**src/rtl/pts_pkg.sv**
```systemverilog
// Shared types and constants for the periodic tick scheduler.
// Used by pts_step and periodic_tick_scheduler_core; no dependencies.
`timescale 1ns / 1ps
`default_nettype none

package pts_pkg;

   localparam int NOW_PORT_W   = 64;
   localparam int DELTA_PORT_W = 32;
   localparam int CSR_DATA_W   = 32;
   localparam int CSR_INDEX_W  = 2;

   typedef enum logic [1:0] {
      MODE_ADVANCE = 2'd0,
      MODE_BEGIN   = 2'd1,
      MODE_END     = 2'd2,
      MODE_SET_EN  = 2'd3
   } mode_type;

   typedef enum logic [1:0] {
      ST_OK        = 2'd0,
      ST_LIFECYCLE = 2'd1,
      ST_NONMONO   = 2'd2,
      ST_NEVER     = 2'd3
   } status_type;

   localparam logic [CSR_INDEX_W-1:0] CSR_INTERVAL      = 2'd0;
   localparam logic [CSR_INDEX_W-1:0] CSR_CAN_EVER_TICK = 2'd1;
   localparam logic [CSR_INDEX_W-1:0] CSR_START_ENABLED = 2'd2;

   typedef struct packed {
      logic playing;
      logic pending;
      logic enabled;
   } flags_type;

   typedef struct packed {
      status_type              status;
      logic                    ticked;
      logic [NOW_PORT_W-1:0]   tick_time;
      logic [DELTA_PORT_W-1:0] delta;
   } result_type;

endpackage

`default_nettype wire

```
**src/rtl/pts_step.sv**
```systemverilog
// Next-state and result logic for one request of the tick scheduler.
// Depends on pts_pkg.
`timescale 1ns / 1ps
`default_nettype none

module pts_step #(
   parameter int TIME_WIDTH     = 64,
   parameter int DURATION_WIDTH = 32,
   parameter int INTERVAL_WIDTH = 32
) (
   input  wire logic [1:0]                mode,
   input  wire logic [TIME_WIDTH-1:0]     now,
   input  wire logic                      enable_value,
   input  wire logic                      can_ever_tick,
   input  wire logic [INTERVAL_WIDTH-1:0] interval,
   input  wire logic [TIME_WIDTH-1:0]     last_time,
   input  wire logic [TIME_WIDTH-1:0]     prev_time,
   input  wire logic [TIME_WIDTH-1:0]     due_time,
   input  wire pts_pkg::flags_type        flags,
   output logic [TIME_WIDTH-1:0]          last_time_in,
   output logic [TIME_WIDTH-1:0]          prev_time_in,
   output logic [TIME_WIDTH-1:0]          due_time_in,
   output pts_pkg::flags_type             flags_in,
   output pts_pkg::result_type            result
);

   localparam logic [TIME_WIDTH-1:0] TIME_MAX = '1;
   localparam logic [63:0] DUR_MAX64 = {64{1'b1}} >> (64 - DURATION_WIDTH);

   logic [64:0]           sum_w;
   logic [TIME_WIDTH-1:0] deadline;
   logic [TIME_WIDTH-1:0] diff;
   logic [63:0]           diff_ext;
   logic [31:0]           delta_sat;

   assign sum_w    = 65'(now) + 65'(interval);
   assign deadline = (sum_w > 65'(TIME_MAX)) ? TIME_MAX : sum_w[TIME_WIDTH-1:0];
   assign diff     = now - prev_time;
   assign diff_ext = 64'(diff);
   assign delta_sat = (diff_ext > DUR_MAX64) ? DUR_MAX64[31:0] : diff_ext[31:0];

   always_comb begin
      last_time_in     = last_time;
      prev_time_in     = prev_time;
      due_time_in      = due_time;
      flags_in         = flags;
      result.status    = pts_pkg::ST_OK;
      result.ticked    = 1'b0;
      result.tick_time = '0;
      result.delta     = '0;
      case (pts_pkg::mode_type'(mode))
         pts_pkg::MODE_BEGIN: begin
            last_time_in     = now;
            prev_time_in     = now;
            due_time_in      = now;
            flags_in.playing = 1'b1;
            flags_in.pending = 1'b1;
         end
         pts_pkg::MODE_END: begin
            flags_in.playing = 1'b0;
         end
         pts_pkg::MODE_SET_EN: begin
            if (enable_value && !can_ever_tick) begin
               result.status = pts_pkg::ST_NEVER;
            end else if (flags.enabled != enable_value) begin
               flags_in.enabled = enable_value;
               flags_in.pending = 1'b1;
            end
         end
         pts_pkg::MODE_ADVANCE: begin
            if (!flags.playing) begin
               result.status = pts_pkg::ST_LIFECYCLE;
            end else if (now < last_time) begin
               result.status = pts_pkg::ST_NONMONO;
            end else begin
               last_time_in = now;
               if (flags.enabled) begin
                  if (flags.pending) begin
                     flags_in.pending = 1'b0;
                     prev_time_in     = now;
                     due_time_in      = deadline;
                     result.ticked    = 1'b1;
                     result.tick_time = 64'(now);
                  end else if (!((interval != '0) &&
                                 ((now < due_time) || (now == prev_time)))) begin
                     prev_time_in     = now;
                     due_time_in      = deadline;
                     result.ticked    = 1'b1;
                     result.tick_time = 64'(now);
                     result.delta     = delta_sat;
                  end
               end
            end
         end
         default: begin
            result.status = pts_pkg::ST_OK;
         end
      endcase
   end

endmodule

`default_nettype wire

```
**src/rtl/periodic_tick_scheduler_core.sv**
```systemverilog
// Top level of the periodic tick scheduler: request register, scheduler state,
// configuration registers and result register. Depends on pts_pkg and pts_step.
`timescale 1ns / 1ps
`default_nettype none

// Accepts one request per clock while req_stall is low and returns exactly one
// response per request, in order. The request is captured in an input register.
// When the output register can load, the scheduler state is read and updated,
// and the response is written to the output register, so consecutive requests
// see each other's effects with no gap. A stalled response holds the output
// register while the input register takes one more request. The user must write
// the configuration port only while no request is in flight; the block itself
// does not enforce this.

module periodic_tick_scheduler_core #(
   parameter int TIME_WIDTH     = 64,
   parameter int DURATION_WIDTH = 32
) (
   input  wire logic                                 clock,
   input  wire logic                                 reset,
   input  wire logic                                 req_valid,
   output logic                                      req_stall,
   input  wire logic [1:0]                           req_mode,
   input  wire logic [pts_pkg::NOW_PORT_W-1:0]       req_now_ms,
   input  wire logic                                 req_enable_value,
   output logic                                      rsp_valid,
   input  wire logic                                 rsp_stall,
   output logic [1:0]                                rsp_status,
   output logic                                      rsp_ticked,
   output logic [pts_pkg::NOW_PORT_W-1:0]            rsp_tick_time_ms,
   output logic [pts_pkg::DELTA_PORT_W-1:0]          rsp_delta_ms,
   input  wire logic                                 csr_we,
   input  wire logic [pts_pkg::CSR_INDEX_W-1:0]      csr_index,
   input  wire logic [pts_pkg::CSR_DATA_W-1:0]       csr_wdata
);

   localparam int INTERVAL_WIDTH = (DURATION_WIDTH < 32) ? DURATION_WIDTH : 32;

   logic                      s1_valid_ff;
   logic [1:0]                s1_mode_ff;
   logic [TIME_WIDTH-1:0]     s1_now_ff;
   logic                      s1_en_ff;
   logic                      s2_valid_ff;
   pts_pkg::result_type       s2_result_ff;
   logic                      s2_load;
   logic                      req_accept;

   logic [INTERVAL_WIDTH-1:0] interval_ff;
   logic                      can_ever_ff;
   logic                      start_en_ff;
   logic [TIME_WIDTH-1:0]     last_time_ff;
   logic [TIME_WIDTH-1:0]     prev_time_ff;
   logic [TIME_WIDTH-1:0]     due_time_ff;
   pts_pkg::flags_type        flags_ff;

   logic [TIME_WIDTH-1:0]     last_time_in;
   logic [TIME_WIDTH-1:0]     prev_time_in;
   logic [TIME_WIDTH-1:0]     due_time_in;
   pts_pkg::flags_type        flags_in;
   pts_pkg::result_type       step_result;
   logic                      can_ever_in;
   logic                      start_en_in;

   assign s2_load    = s1_valid_ff && (!s2_valid_ff || !rsp_stall);
   assign req_stall  = s1_valid_ff && !s2_load;
   assign req_accept = req_valid && !req_stall;

   assign rsp_valid        = s2_valid_ff;
   assign rsp_status       = s2_result_ff.status;
   assign rsp_ticked       = s2_result_ff.ticked;
   assign rsp_tick_time_ms = s2_result_ff.tick_time;
   assign rsp_delta_ms     = s2_result_ff.delta;

   assign can_ever_in = (csr_index == pts_pkg::CSR_CAN_EVER_TICK) ? csr_wdata[0] : can_ever_ff;
   assign start_en_in = (csr_index == pts_pkg::CSR_START_ENABLED) ? csr_wdata[0] : start_en_ff;

   pts_step #(
      .TIME_WIDTH     (TIME_WIDTH),
      .DURATION_WIDTH (DURATION_WIDTH),
      .INTERVAL_WIDTH (INTERVAL_WIDTH)
   ) u_step (
      .mode          (s1_mode_ff),
      .now           (s1_now_ff),
      .enable_value  (s1_en_ff),
      .can_ever_tick (can_ever_ff),
      .interval      (interval_ff),
      .last_time     (last_time_ff),
      .prev_time     (prev_time_ff),
      .due_time      (due_time_ff),
      .flags         (flags_ff),
      .last_time_in  (last_time_in),
      .prev_time_in  (prev_time_in),
      .due_time_in   (due_time_in),
      .flags_in      (flags_in),
      .result        (step_result)
   );

   always_ff @(posedge clock) begin
      if (reset) begin
         s1_valid_ff <= 1'b0;
      end else if (req_accept) begin
         s1_valid_ff <= 1'b1;
      end else if (s2_load) begin
         s1_valid_ff <= 1'b0;
      end
      if (req_accept) begin
         s1_mode_ff <= req_mode;
         s1_now_ff  <= req_now_ms[TIME_WIDTH-1:0];
         s1_en_ff   <= req_enable_value;
      end
   end

   always_ff @(posedge clock) begin
      if (reset) begin
         s2_valid_ff <= 1'b0;
      end else if (s2_load) begin
         s2_valid_ff <= 1'b1;
      end else if (!rsp_stall) begin
         s2_valid_ff <= 1'b0;
      end
      if (s2_load) begin
         s2_result_ff <= step_result;
      end
   end

   always_ff @(posedge clock) begin
      if (reset) begin
         interval_ff      <= '0;
         can_ever_ff      <= 1'b1;
         start_en_ff      <= 1'b1;
         last_time_ff     <= '0;
         prev_time_ff     <= '0;
         due_time_ff      <= '0;
         flags_ff.playing <= 1'b0;
         flags_ff.pending <= 1'b0;
         flags_ff.enabled <= 1'b1;
      end else begin
         if (s2_load) begin
            last_time_ff <= last_time_in;
            prev_time_ff <= prev_time_in;
            due_time_ff  <= due_time_in;
            flags_ff     <= flags_in;
         end
         if (csr_we) begin
            case (csr_index)
               pts_pkg::CSR_INTERVAL: begin
                  interval_ff      <= csr_wdata[INTERVAL_WIDTH-1:0];
                  flags_ff.pending <= 1'b1;
               end
               pts_pkg::CSR_CAN_EVER_TICK,
               pts_pkg::CSR_START_ENABLED: begin
                  can_ever_ff      <= can_ever_in;
                  start_en_ff      <= start_en_in;
                  flags_ff.enabled <= can_ever_in && start_en_in;
               end
               default: begin
                  interval_ff <= interval_ff;
               end
            endcase
         end
      end
   end

   assert property (@(posedge clock) disable iff (reset)
      due_time_ff >= prev_time_ff)
      else $error("deadline behind last tick time");

   assert property (@(posedge clock) disable iff (reset)
      (s2_load && step_result.ticked) |-> (flags_ff.playing && flags_ff.enabled))
      else $error("tick while stopped or disabled");

   assert property (@(posedge clock) disable iff (reset)
      (s2_load && step_result.ticked)
      |=> (64'(prev_time_ff) == rsp_tick_time_ms))
      else $error("last tick time does not match response");

   assert property (@(posedge clock) disable iff (reset)
      (req_valid && !req_stall && s1_valid_ff) |-> s2_load)
      else $error("request register overwritten");

endmodule

`default_nettype wire

```
**config.mk**
```make
export PLATFORM = sky130hd
export DESIGN_NAME = periodic_tick_scheduler_core
export DESIGN_NICKNAME = d
export VERILOG_FILES = /design/src/rtl/pts_pkg.sv /design/src/rtl/pts_step.sv /design/src/rtl/periodic_tick_scheduler_core.sv
export SDC_FILE = /design/constraint.sdc
export NUM_CORES = 1
export LEC_CHECK = 0
export BUFFER_PORTS_ARGS = -buffer_cell sky130_fd_sc_hd__buf_2
export CORE_AREA = 2 2 268 270
export CTS_BUF_LIST = sky130_fd_sc_hd__clkbuf_16
export DETAILED_ROUTE_END_ITERATION = 6
export DIE_AREA = 0 0 270 272
export SLEW_MARGIN = 20
export SYNTH_ARGS = -nofsm -noshare
export SYNTH_HDL_FRONTEND = slang
export SYNTH_SLANG_ARGS = --single-unit
```
**constraint.sdc**
```tcl
create_clock -name clock -period 11.4 [get_ports clock]
set_clock_uncertainty 0.2 [all_clocks]
set_input_delay 1.71 -clock clock [delete_from_list [all_inputs] [get_ports clock]]
set_output_delay 1.71 -clock clock [all_outputs]
set_load 0.03 [all_outputs]
```
==> results of run 1 <==
## registers in the layout (all words and copies together), names as in the netlist
signal            flops
rsp_status            2
last_time_ff         64
s1_mode_ff            2
s1_en_ff              1
due_time_ff          64
s1_valid_ff           1
rsp_delta_ms         32
interval_ff          32
rsp_valid             1
start_en_ff           1
rsp_ticked            1
can_ever_ff           1
prev_time_ff         64
s1_now_ff            64
flags_ff              3
rsp_tick_time_ms     64
## worst register-to-register path: cells and delay by family, from the launching register on
| family | cells | cell delay (ns) |
|---|---|---|
| AO/OA/AOI/OAI | 3 | 0.58 |
| buffers and inverters | 1 | 0.85 |
| AND/OR/NAND/NOR | 8 | 2.98 |
| adder cells (fa/ha/maj) | 1 | 0.53 |
| flip-flops | 1 | 0.60 |
## metal layers
| layer | vias to the layer above | share of wire, % | global-route usage, % |
|---|---|---|---|
| li1 | 10500 | - | - |
| met1 | 9945 | 48 | 29.2 |
| met2 | 641 | 43 | 31.0 |
| met3 | 114 | 6.0 | 2.61 |
| met4 | 0 | 2.6 | 5.69 |
| met5 | - | 0 | 0 |
## area by class of cell
class | count | area, sq um
Fill cell | 7227 | 42500
Multi-Input combinational cell | 2094 | 13600
Sequential cell | 397 | 9610
Timing Repair Buffer | 251 | 1400
Clock buffer | 51 | 1280
Tap cell | 950 | 1190
Inverter | 226 | 848
Clock inverter | 39 | 350
## path summary, 6_finish.rpt
| kind | slack, ns | endpoint | cells after the start |
|---|---|---|---|
| max | 5.57 | due_time_ff[44] | 13 |
| min reg2reg | 0.25 | due_time_ff[27] | 2 |
| max reg2reg | 5.57 | due_time_ff[44] | 13 |
| min | 0.25 | due_time_ff[27] | 2 |
## stage by stage
step	cell area, sq um	total power, mW
finish	28300	3.72
global route	28300	3.89
CTS	28200	3.77
detailed placement	26600	2.18
global placement	26600	2.18
floorplan	24500	1.99
## power by group through the flow
stage	Sequential, mW	Clock (mW)	Combinational, mW
3_3_place_gp	1.61	0	0.568
6_report	1.58	1.57	0.574
3_5_place_dp	1.61	0	0.568
2_1_floorplan	1.63	0	0.354
5_1_grt	1.59	1.67	0.633
4_1_cts	1.58	1.61	0.570
## cell usage in the layout (no fill, tap or decap), types with 25 or more instances in the layout
master	Yosys	routed
a21oi_1	339	339
and2_1	77	76
mux2i_1	80	80
clkbuf_16	0	51
o21ai_0	101	101
nand3_1	54	53
o211ai_1	25	25
nand4_1	71	71
buf_4	0	44
inv_1	226	235
xor2_1	35	35
buf_2	1	205
xnor2_1	39	39
nor2_1	197	197
nor3_1	69	69
ha_1	229	228
a21o_1	80	79
nand2_1	372	371
dfxtp_1	231	231
edfxtp_1	166	166
## cells by family (layout without fill, tap and decap cells)
kind of cell	after synthesis	count (layout)	synth area share (%)
mux	87	87	3.59
xor+xnor	74	74	2.64
compound gates	743	743	18.9
simple gates	959	959	18.3
flops	397	397	39.2
fa+ha+maj	231	231	11.8
buf+inv	355	567	5.53
==> results.json, run 1 <==
{
  "clkTransAtPathRegs_ns": 0.06,
  "die-area_sq_um": 73400,
  "critPathKind": "flip-flop to flip-flop",
  "synth_area_leaders": "edfxtp_1 20%, dfxtp_1 19%, ha_1 12%, a21oi_1 6.9%, nand2_1 5.7%",
  "portBuffers": 206,
  "end_kind": "flip-flop",
  "relSlewSlack_pct": 28.2,
  "wl_per_cell_um": 18.8,
  "slowest_delay_ns": 0.84,
  "rows": 98,
  "clkLatencyLatePin_ns": 0.60,
  "grt_pass1_wl_mm": 117,
  "synthToLayoutAreaGrowth_pct": 15.3,
  "synth_edf_count": 166,
  "cts_setup_buffers": 0,
  "outcome": "complete, no violations",
  "yosysTopAreaCellShare_pct": 20.3,
  "max_freq_ghz": 0.172,
  "setup_viol": 0,
  "synth.net_count": 3183,
  "drt_iter0_drc": 1750,
  "placed_cells": 3917,
  "ys_ff_latch": 397,
  "drive_gt1_share_pct": 12.3,
  "h-tree-depth": 2,
  "min_from": "due_time_ff[27]",
  "dp_slack_ns": 5.24,
  "die_h_um": 272,
  "grt_max_degree": 96,
  "antenna_found_initial": 0,
  "slew_violations": 0,
  "hold_viol_final": 0,
  "arrival_ns": 6.14,
  "hold_slack_ns": 0.248,
  "initial_core_util_pct": 34.7,
  "drtAntennaViolNets": 0,
  "dp_hpwl_mm": 54.8,
  "yosysUniqueCellTypes": 81,
  "synth_warnings": 0,
  "cp_slowest_cell": "buf_4",
  "min_path_type": "flip-flop to flip-flop",
  "pwr_density_cell_nw_per_um2": 132,
  "fp.dieW_um": 270,
  "coreArea_sq_um": 70800,
  "ir_drop_uv": 94.1,
  "syn_area_per_cell_sq_um": 8.62,
  "cp.required_ns": 11.71,
  "drv_cap": 0,
  "first_pass_iters": 5,
  "netlist_area_sq_um": 24500,
  "fin_crit_sh_pct": 51.1,
  "p_seq_share_pct": 42.5,
  "cpLargestDelayFamily": "simple AND/OR/NAND/NOR gates",
  "hold_buffers": 0,
  "power.share.clock_pct": 42.1,
  "yosysSeqAreaShare_pct": 39.2,
  "setup_tns_ns": 0,
  "async_flop_share_pct": 0,
  "startpoint": "s1_now_ff[21]",
  "fin_ws_ns": 5.57,
  "r2r_start": "s1_now_ff[21]",
  "vias": 21200,
  "timing.critical_path.buf_inv": 1,
  "netlist_instances": 2846,
  "gr-total-overflow": 0,
  "final_util_pct": 40.0,
  "grt_util_all_layers_pct": 20.1,
  "finalWirelength_mm": 75.3,
  "crit_top_cell": "nor4_1",
  "cts_sinks": 397,
  "nets": 3355,
  "rsz0062_at_grt": "false",
  "synth_top_cell_by_area": "edfxtp_1",
  "p_switching_mw": 1.06,
  "cts_buffers": 48,
  "drc": 0,
  "period_needed_ns": 5.83,
  "power.leakage_nw": 10.5,
  "via_per_inst": 5.30,
  "p_sw_share_pct": 28.6,
  "yosysMostFrequentCell": "nand2_1",
  "cts.path.max_buffers": 3,
  "worst_pin_slew_ns": 1.08,
  "ctsRootBufferMaster": "clkbuf_16",
  "place_congestion": 0.931,
  "grt_pass1_vias": 19900,
  "start_kind": "flip-flop",
  "synth_flop_cell": "dfxtp_1",
  "n_antenna_cell": 0,
  "cp_max_fo": 84,
  "p_int_mw": 2.66,
  "cp_cell_sequence": "ha_1 -> nand4_1 -> nor3_1 -> nand2_1 -> nor4_1 -> nor4_1 -> a21oi_1 -> o21ai_0 -> or3_1 -> nand3_4 -> buf_4 -> nand2b_1 -> o22ai_1",
  "synth_commonest_cells": "372 x nand2_1, 339 x a21oi_1, 231 x dfxtp_1",
  "cts_resized": 0,
  "comb_power_share_pct": 15.4,
  "fin_cells": 4008,
  "ioPinCount": 207,
  "cts_tree": "built"
}
Power figures use the tool's default switching activity.
==> run 2, diff against run 1 <==
Clock period 11.4 ns to 5 ns, I/O delays scaled along.
==> run 2 against run 1 <==
The flow now finishes with violations (DRC). Sequential power grew 130%. Clock-buffer cell count grew 1. Register-to-register slack lost 5.3 ns. Maximum frequency grew 23%. Cell count grew 1.3%. Via count grew 2.5%. Combinational power grew 150%. Wire length grew 9.0%. Clock power grew 130%. Flip-flop and latch count is the same. Core utilization grew 0.68 points. Largest power group is now the clock network.
==> results.json, run 2 (same netlist as run 1, synthesis figures left out) <==
{
  "startpoint": "s1_now_ff[7]",
  "via_per_inst": 5.36,
  "wl_met1_mm": 38.1,
  "rsz0062_at_grt": "false",
  "gr-total-overflow": 0,
  "cts_sinks": 397,
  "fillers": 7179,
  "ir_drop_uv": 261,
  "vias": 21800,
  "coreArea_sq_um": 70800,
  "place_congestion": 0.971,
  "final_util_pct": 40.6,
  "period_needed_ns": 4.72,
  "mostFrequentLayoutCells": "371 x nand2_1, 339 x a21oi_1, 238 x inv_1",
  "wl_per_cell_um": 20.2,
  "first_pass_iters": 7,
  "outcome": "finished, violations left",
  "nets": 3408,
  "h-tree-depth": 2,
  "arrival_ns": 4.84,
  "die_h_um": 272,
  "min_path_type": "input pin to flip-flop",
  "dp_hpwl_mm": 62.3,
  "grt_pass1_vias": 20800,
  "layout_commonest_cell": "nand2_1",
  "portBuffers": 206,
  "cp.required_ns": 5.11,
  "n_antenna_cell": 0,
  "end_kind": "flip-flop",
  "power.leakage_nw": 10.8,
  "violations": "DRC",
  "start_kind": "flip-flop",
  "die-area_sq_um": 73400,
  "fin_crit_sh_pct": 94.4,
  "fp.dieW_um": 270,
  "min_path_cells": 1,
  "hold_viol_final": 0,
  "multiInputGateArea_sq_um": 13600,
  "ioPinCount": 207,
  "clkLatencyLatePin_ns": 0.60,
  "grt_max_degree": 92,
  "pwr_density_cell_nw_per_um2": 299,
  "setup_tns_ns": 0,
  "worst_pin_slew_ns": 0.894,
  "slew_violations": 0,
  "finalWirelength_mm": 82.1,
  "cts_tree": "built",
  "drv_cap": 0,
  "drt_iter0_drc": 1660,
  "critPathKind": "flip-flop to flip-flop",
  "hold_buffers": 0,
  "r2r_cells": 13,
  "cp_max_fo": 32,
  "drtAntennaViolNets": 0,
  "min_from": "req_now_ms[57]",
  "met2WireLength_mm": 36.0,
  "drive_gt1_share_pct": 13.5,
  "rows": 98,
  "highest_layer": "met4",
  "wl_met3_mm": 5.53,
  "r2r_start": "s1_now_ff[7]",
  "cts.path.max_buffers": 3,
  "antenna_found_initial": 4,
  "drc": 1,
  "cts_buffers": 47,
  "setup_viol": 0,
  "clkTransAtPathRegs_ns": 0.06,
  "max_freq_ghz": 0.212,
  "ctsRootBufferMaster": "clkbuf_16",
  "grt_pass1_wl_mm": 125,
  "grt_util_all_layers_pct": 21.9,
  "relSlewSlack_pct": 40.4,
  "r2r_setup_slack_ns": 0.28,
  "initial_core_util_pct": 34.7,
  "synthToLayoutAreaGrowth_pct": 17.3,
  "regArea_sq_um": 9610
}
[run 2: cell types whose count changed in the layout (fill, tap and decap cells not counted), sizes merged]
cell	delta
inv	+2
clkinvlp	-1
clkbuf	+1
clkinv	-4
buf	+54
[run 2: worst max-delay path, cell delays in order (launching register included)]
cell and delay [ns]:
edfxtp_1 0.56, ha_1 0.45, a211oi_2 0.29, o21bai_1 0.15
a221o_1 0.35, a21o_4 0.22, and4_4 0.20, o41ai_4 0.53
o221ai_1 0.24, xnor2_1 0.31, nand4_1 0.23, nor4_4 0.36
buf_12 0.23, a21oi_1 0.10
[run 2: path summary, 6_finish.rpt]
check,end
worst min register to register,due_time_ff[59]
worst max-delay path,rsp_delta_ms[28]
worst min-delay path,s1_now_ff[57]
worst max register to register,rsp_delta_ms[28]
[run 2: area by class of cell]
class,instances,share of cell area (%)
flip-flops and latches,397,33.4
inverters,226,2.95
clock buffers,52,4.53
clock inverters,36,1.09
multi-input cells,2094,47.3
well taps,950,4.13
repair buffers,305,6.54
[run 2: report_power, final]
group          switching (mW)  internal (mW)
Combinational           0.931          0.491
Sequential             0.0789           3.49
Clock                    1.46           2.13
[run 2: timing repair]
action | CTS | global route
endpoints found under the setup margin | 0 | 1
gates resized for setup | 0 | 2
setup buffers | 0 | 0
[run 2: metrics by stage]
stage	setup WS (ns)	power [mW]	hold WS [ns]	instances	instance area, sq um
2_1_floorplan	0.249	4.53	0.232	2846	24500
3_3_place_gp	0.394	5.05	0.240	3972	27100
4_1_cts	0.337	8.65	0.0920	4060	28700
3_5_place_dp	0.371	5.04	0.245	3972	27100
6_report	0.278	8.59	0.126	4060	28800
5_1_grt	0.0233	8.94	0.104	4060	28800
[run 2: metal layers]
metal  vias to the layer above  GRT usage, %
met4                         0          6.51
met5                         -             0
met3                       144          4.13
met2                       722          34.5
met1                     10300          30.4
li1                      10600             -
==> run 3, diff against run 2 <==
Clock period 5 ns to 4.7 ns, I/O delays scaled along.
==> run 3 against run 2 <==
Largest cell class unchanged. Combinational power up 9%. Critical endpoint is now rsp_delta_ms[16]. Cell count up 0.71%. Via count about the same. First-iteration DRC count up 14%. The flow now finishes without violations. Die area unchanged. Flip-flop and latch count unchanged. Global-route usage up 0.28 points. Maximum frequency up 4.3%. Sequential share of layout area down 0.36 points.
==> results.json, run 3 (same netlist as run 1, synthesis figures left out) <==
{
  "relSlewSlack_pct": 35.3,
  "fin_ws_ns": 0.174,
  "drv_cap": 0,
  "drive_gt1_share_pct": 14.7,
  "arrival_ns": 4.67,
  "timing.critical_path.buf_inv": 2,
  "mostFrequentLayoutCells": "371 x nand2_1, 338 x a21oi_1, 233 x inv_1",
  "place_congestion": 0.954,
  "worst_pin_slew_ns": 0.970,
  "critPathKind": "flip-flop to flip-flop",
  "grt_pass1_vias": 20700,
  "gr-total-overflow": 0,
  "clkLatencyLatePin_ns": 0.61,
  "dp_hpwl_mm": 63.8,
  "cts_tree": "built",
  "ctsRootBufferMaster": "clkbuf_16",
  "pwr_density_cell_nw_per_um2": 311,
  "cts_sinks": 397,
  "start_kind": "flip-flop",
  "hold_buffers": 0,
  "hold_viol_final": 0,
  "nets": 3436,
  "antenna_found_initial": 6,
  "ir_drop_uv": 236,
  "fin_cells": 4089,
  "layout_commonest_cell": "nand2_1",
  "drt_iter0_drc": 1896,
  "cp_max_fo": 16,
  "drc": 0,
  "slew_violations": 0,
  "cts.path.max_buffers": 3,
  "initial_core_util_pct": 34.7,
  "period_needed_ns": 4.53,
  "cpLargestDelayFamily": "compound AO/OA/AOI/OAI gates",
  "coreArea_sq_um": 70800,
  "finalWirelength_mm": 83.2,
  "rows": 98,
  "min_path_type": "input pin to flip-flop",
  "synthToLayoutAreaGrowth_pct": 18.5,
  "end_kind": "flip-flop",
  "fp.dieW_um": 270,
  "die_h_um": 272,
  "regArea_sq_um": 9610,
  "slowest_delay_ns": 0.62,
  "clkTransAtPathRegs_ns": 0.06,
  "first_pass_iters": 5,
  "fin_crit_sh_pct": 96.3,
  "via_per_inst": 5.32,
  "multiInputGateArea_sq_um": 13700,
  "placed_cells": 3997,
  "grt_max_degree": 116,
  "cp_slowest_cell": "o21ai_0",
  "power.leakage_nw": 11.0,
  "portBuffers": 206,
  "wl_per_cell_um": 20.4,
  "ioPinCount": 207,
  "outcome": "complete, no violations",
  "h-tree-depth": 2,
  "power.total_mw": 9.04,
  "fillers": 7249,
  "grt_pass1_wl_mm": 127,
  "dp_slack_ns": 0.0718,
  "cts_buffers": 47,
  "cp.required_ns": 4.84,
  "setup_viol": 0,
  "grt_util_all_layers_pct": 22.2,
  "die-area_sq_um": 73400,
  "cp_cell_sequence": "ha_1 -> nand2_1 -> o21ai_0 -> nand3_1 -> a31oi_1 -> o41ai_4 -> o211ai_1 -> o31ai_1 -> or4_1 -> nor4_4 -> buf_4 -> clkbuf_16 -> a21oi_1",
  "vias": 21800,
  "max_freq_ghz": 0.221,
  "drtAntennaViolNets": 0,
  "setup_tns_ns": 0
}
run 3: where the power goes:
| group | internal, mW | switching (mW) |
|---|---|---|
| logic | 0.544 | 1.01 |
| clock network | 2.12 | 1.57 |
| registers | 3.72 | 0.0774 |
| total | 6.38 | 2.66 |
run 3: final timing paths:
path,start,endpoint,slack [ns],cells past startpoint
setup / recovery,s1_now_ff[15],rsp_delta_ms[16],0.17,13
hold / removal,req_enable_value,s1_en_ff,0.08,1
setup reg to reg,s1_now_ff[15],rsp_delta_ms[16],0.17,13
hold reg to reg,due_time_ff[9],due_time_ff[9],0.25,2
run 3: per-stage QoR:
stage                     util [%]  hold slack [ns]  area (sq um)
final                         41.1           0.0758         29100
after global routing          41.1           0.0434         29100
after CTS                     40.9           0.0387         28900
after detailed placement      38.8            0.243         27400
after global placement        38.7            0.239         27400
after floorplan                  -            0.232         24500
run 3: what timing repair did:
item,in CTS,in global routing
setup buffers,0,2
endpoints found under the setup margin,0,225
gates resized for setup,0,14
run 3: layout make-up:
cell class                      instances  area share [%]
Clock buffer                           49            4.22
Antenna cell                            3          0.0258
Sequential cell                       397            33.1
Multi-Input combinational cell       2094            47.0
Inverter                              226            2.92
Clock inverter                         37            1.05
Tap cell                              950            4.09
Timing Repair Buffer                  333            7.60
run 3: layer usage:
| layer | global-route usage (%) | up-vias | share of wire [%] |
|---|---|---|---|
| met2 | 35.3 | 594 | 45 |
| met4 | 4.96 | 2 | 1.9 |
| met5 | 0 | - | 0.0084 |
| met3 | 3.24 | 103 | 5.4 |
| met1 | 31.7 | 10400 | 48 |
| li1 | - | 10700 | - |
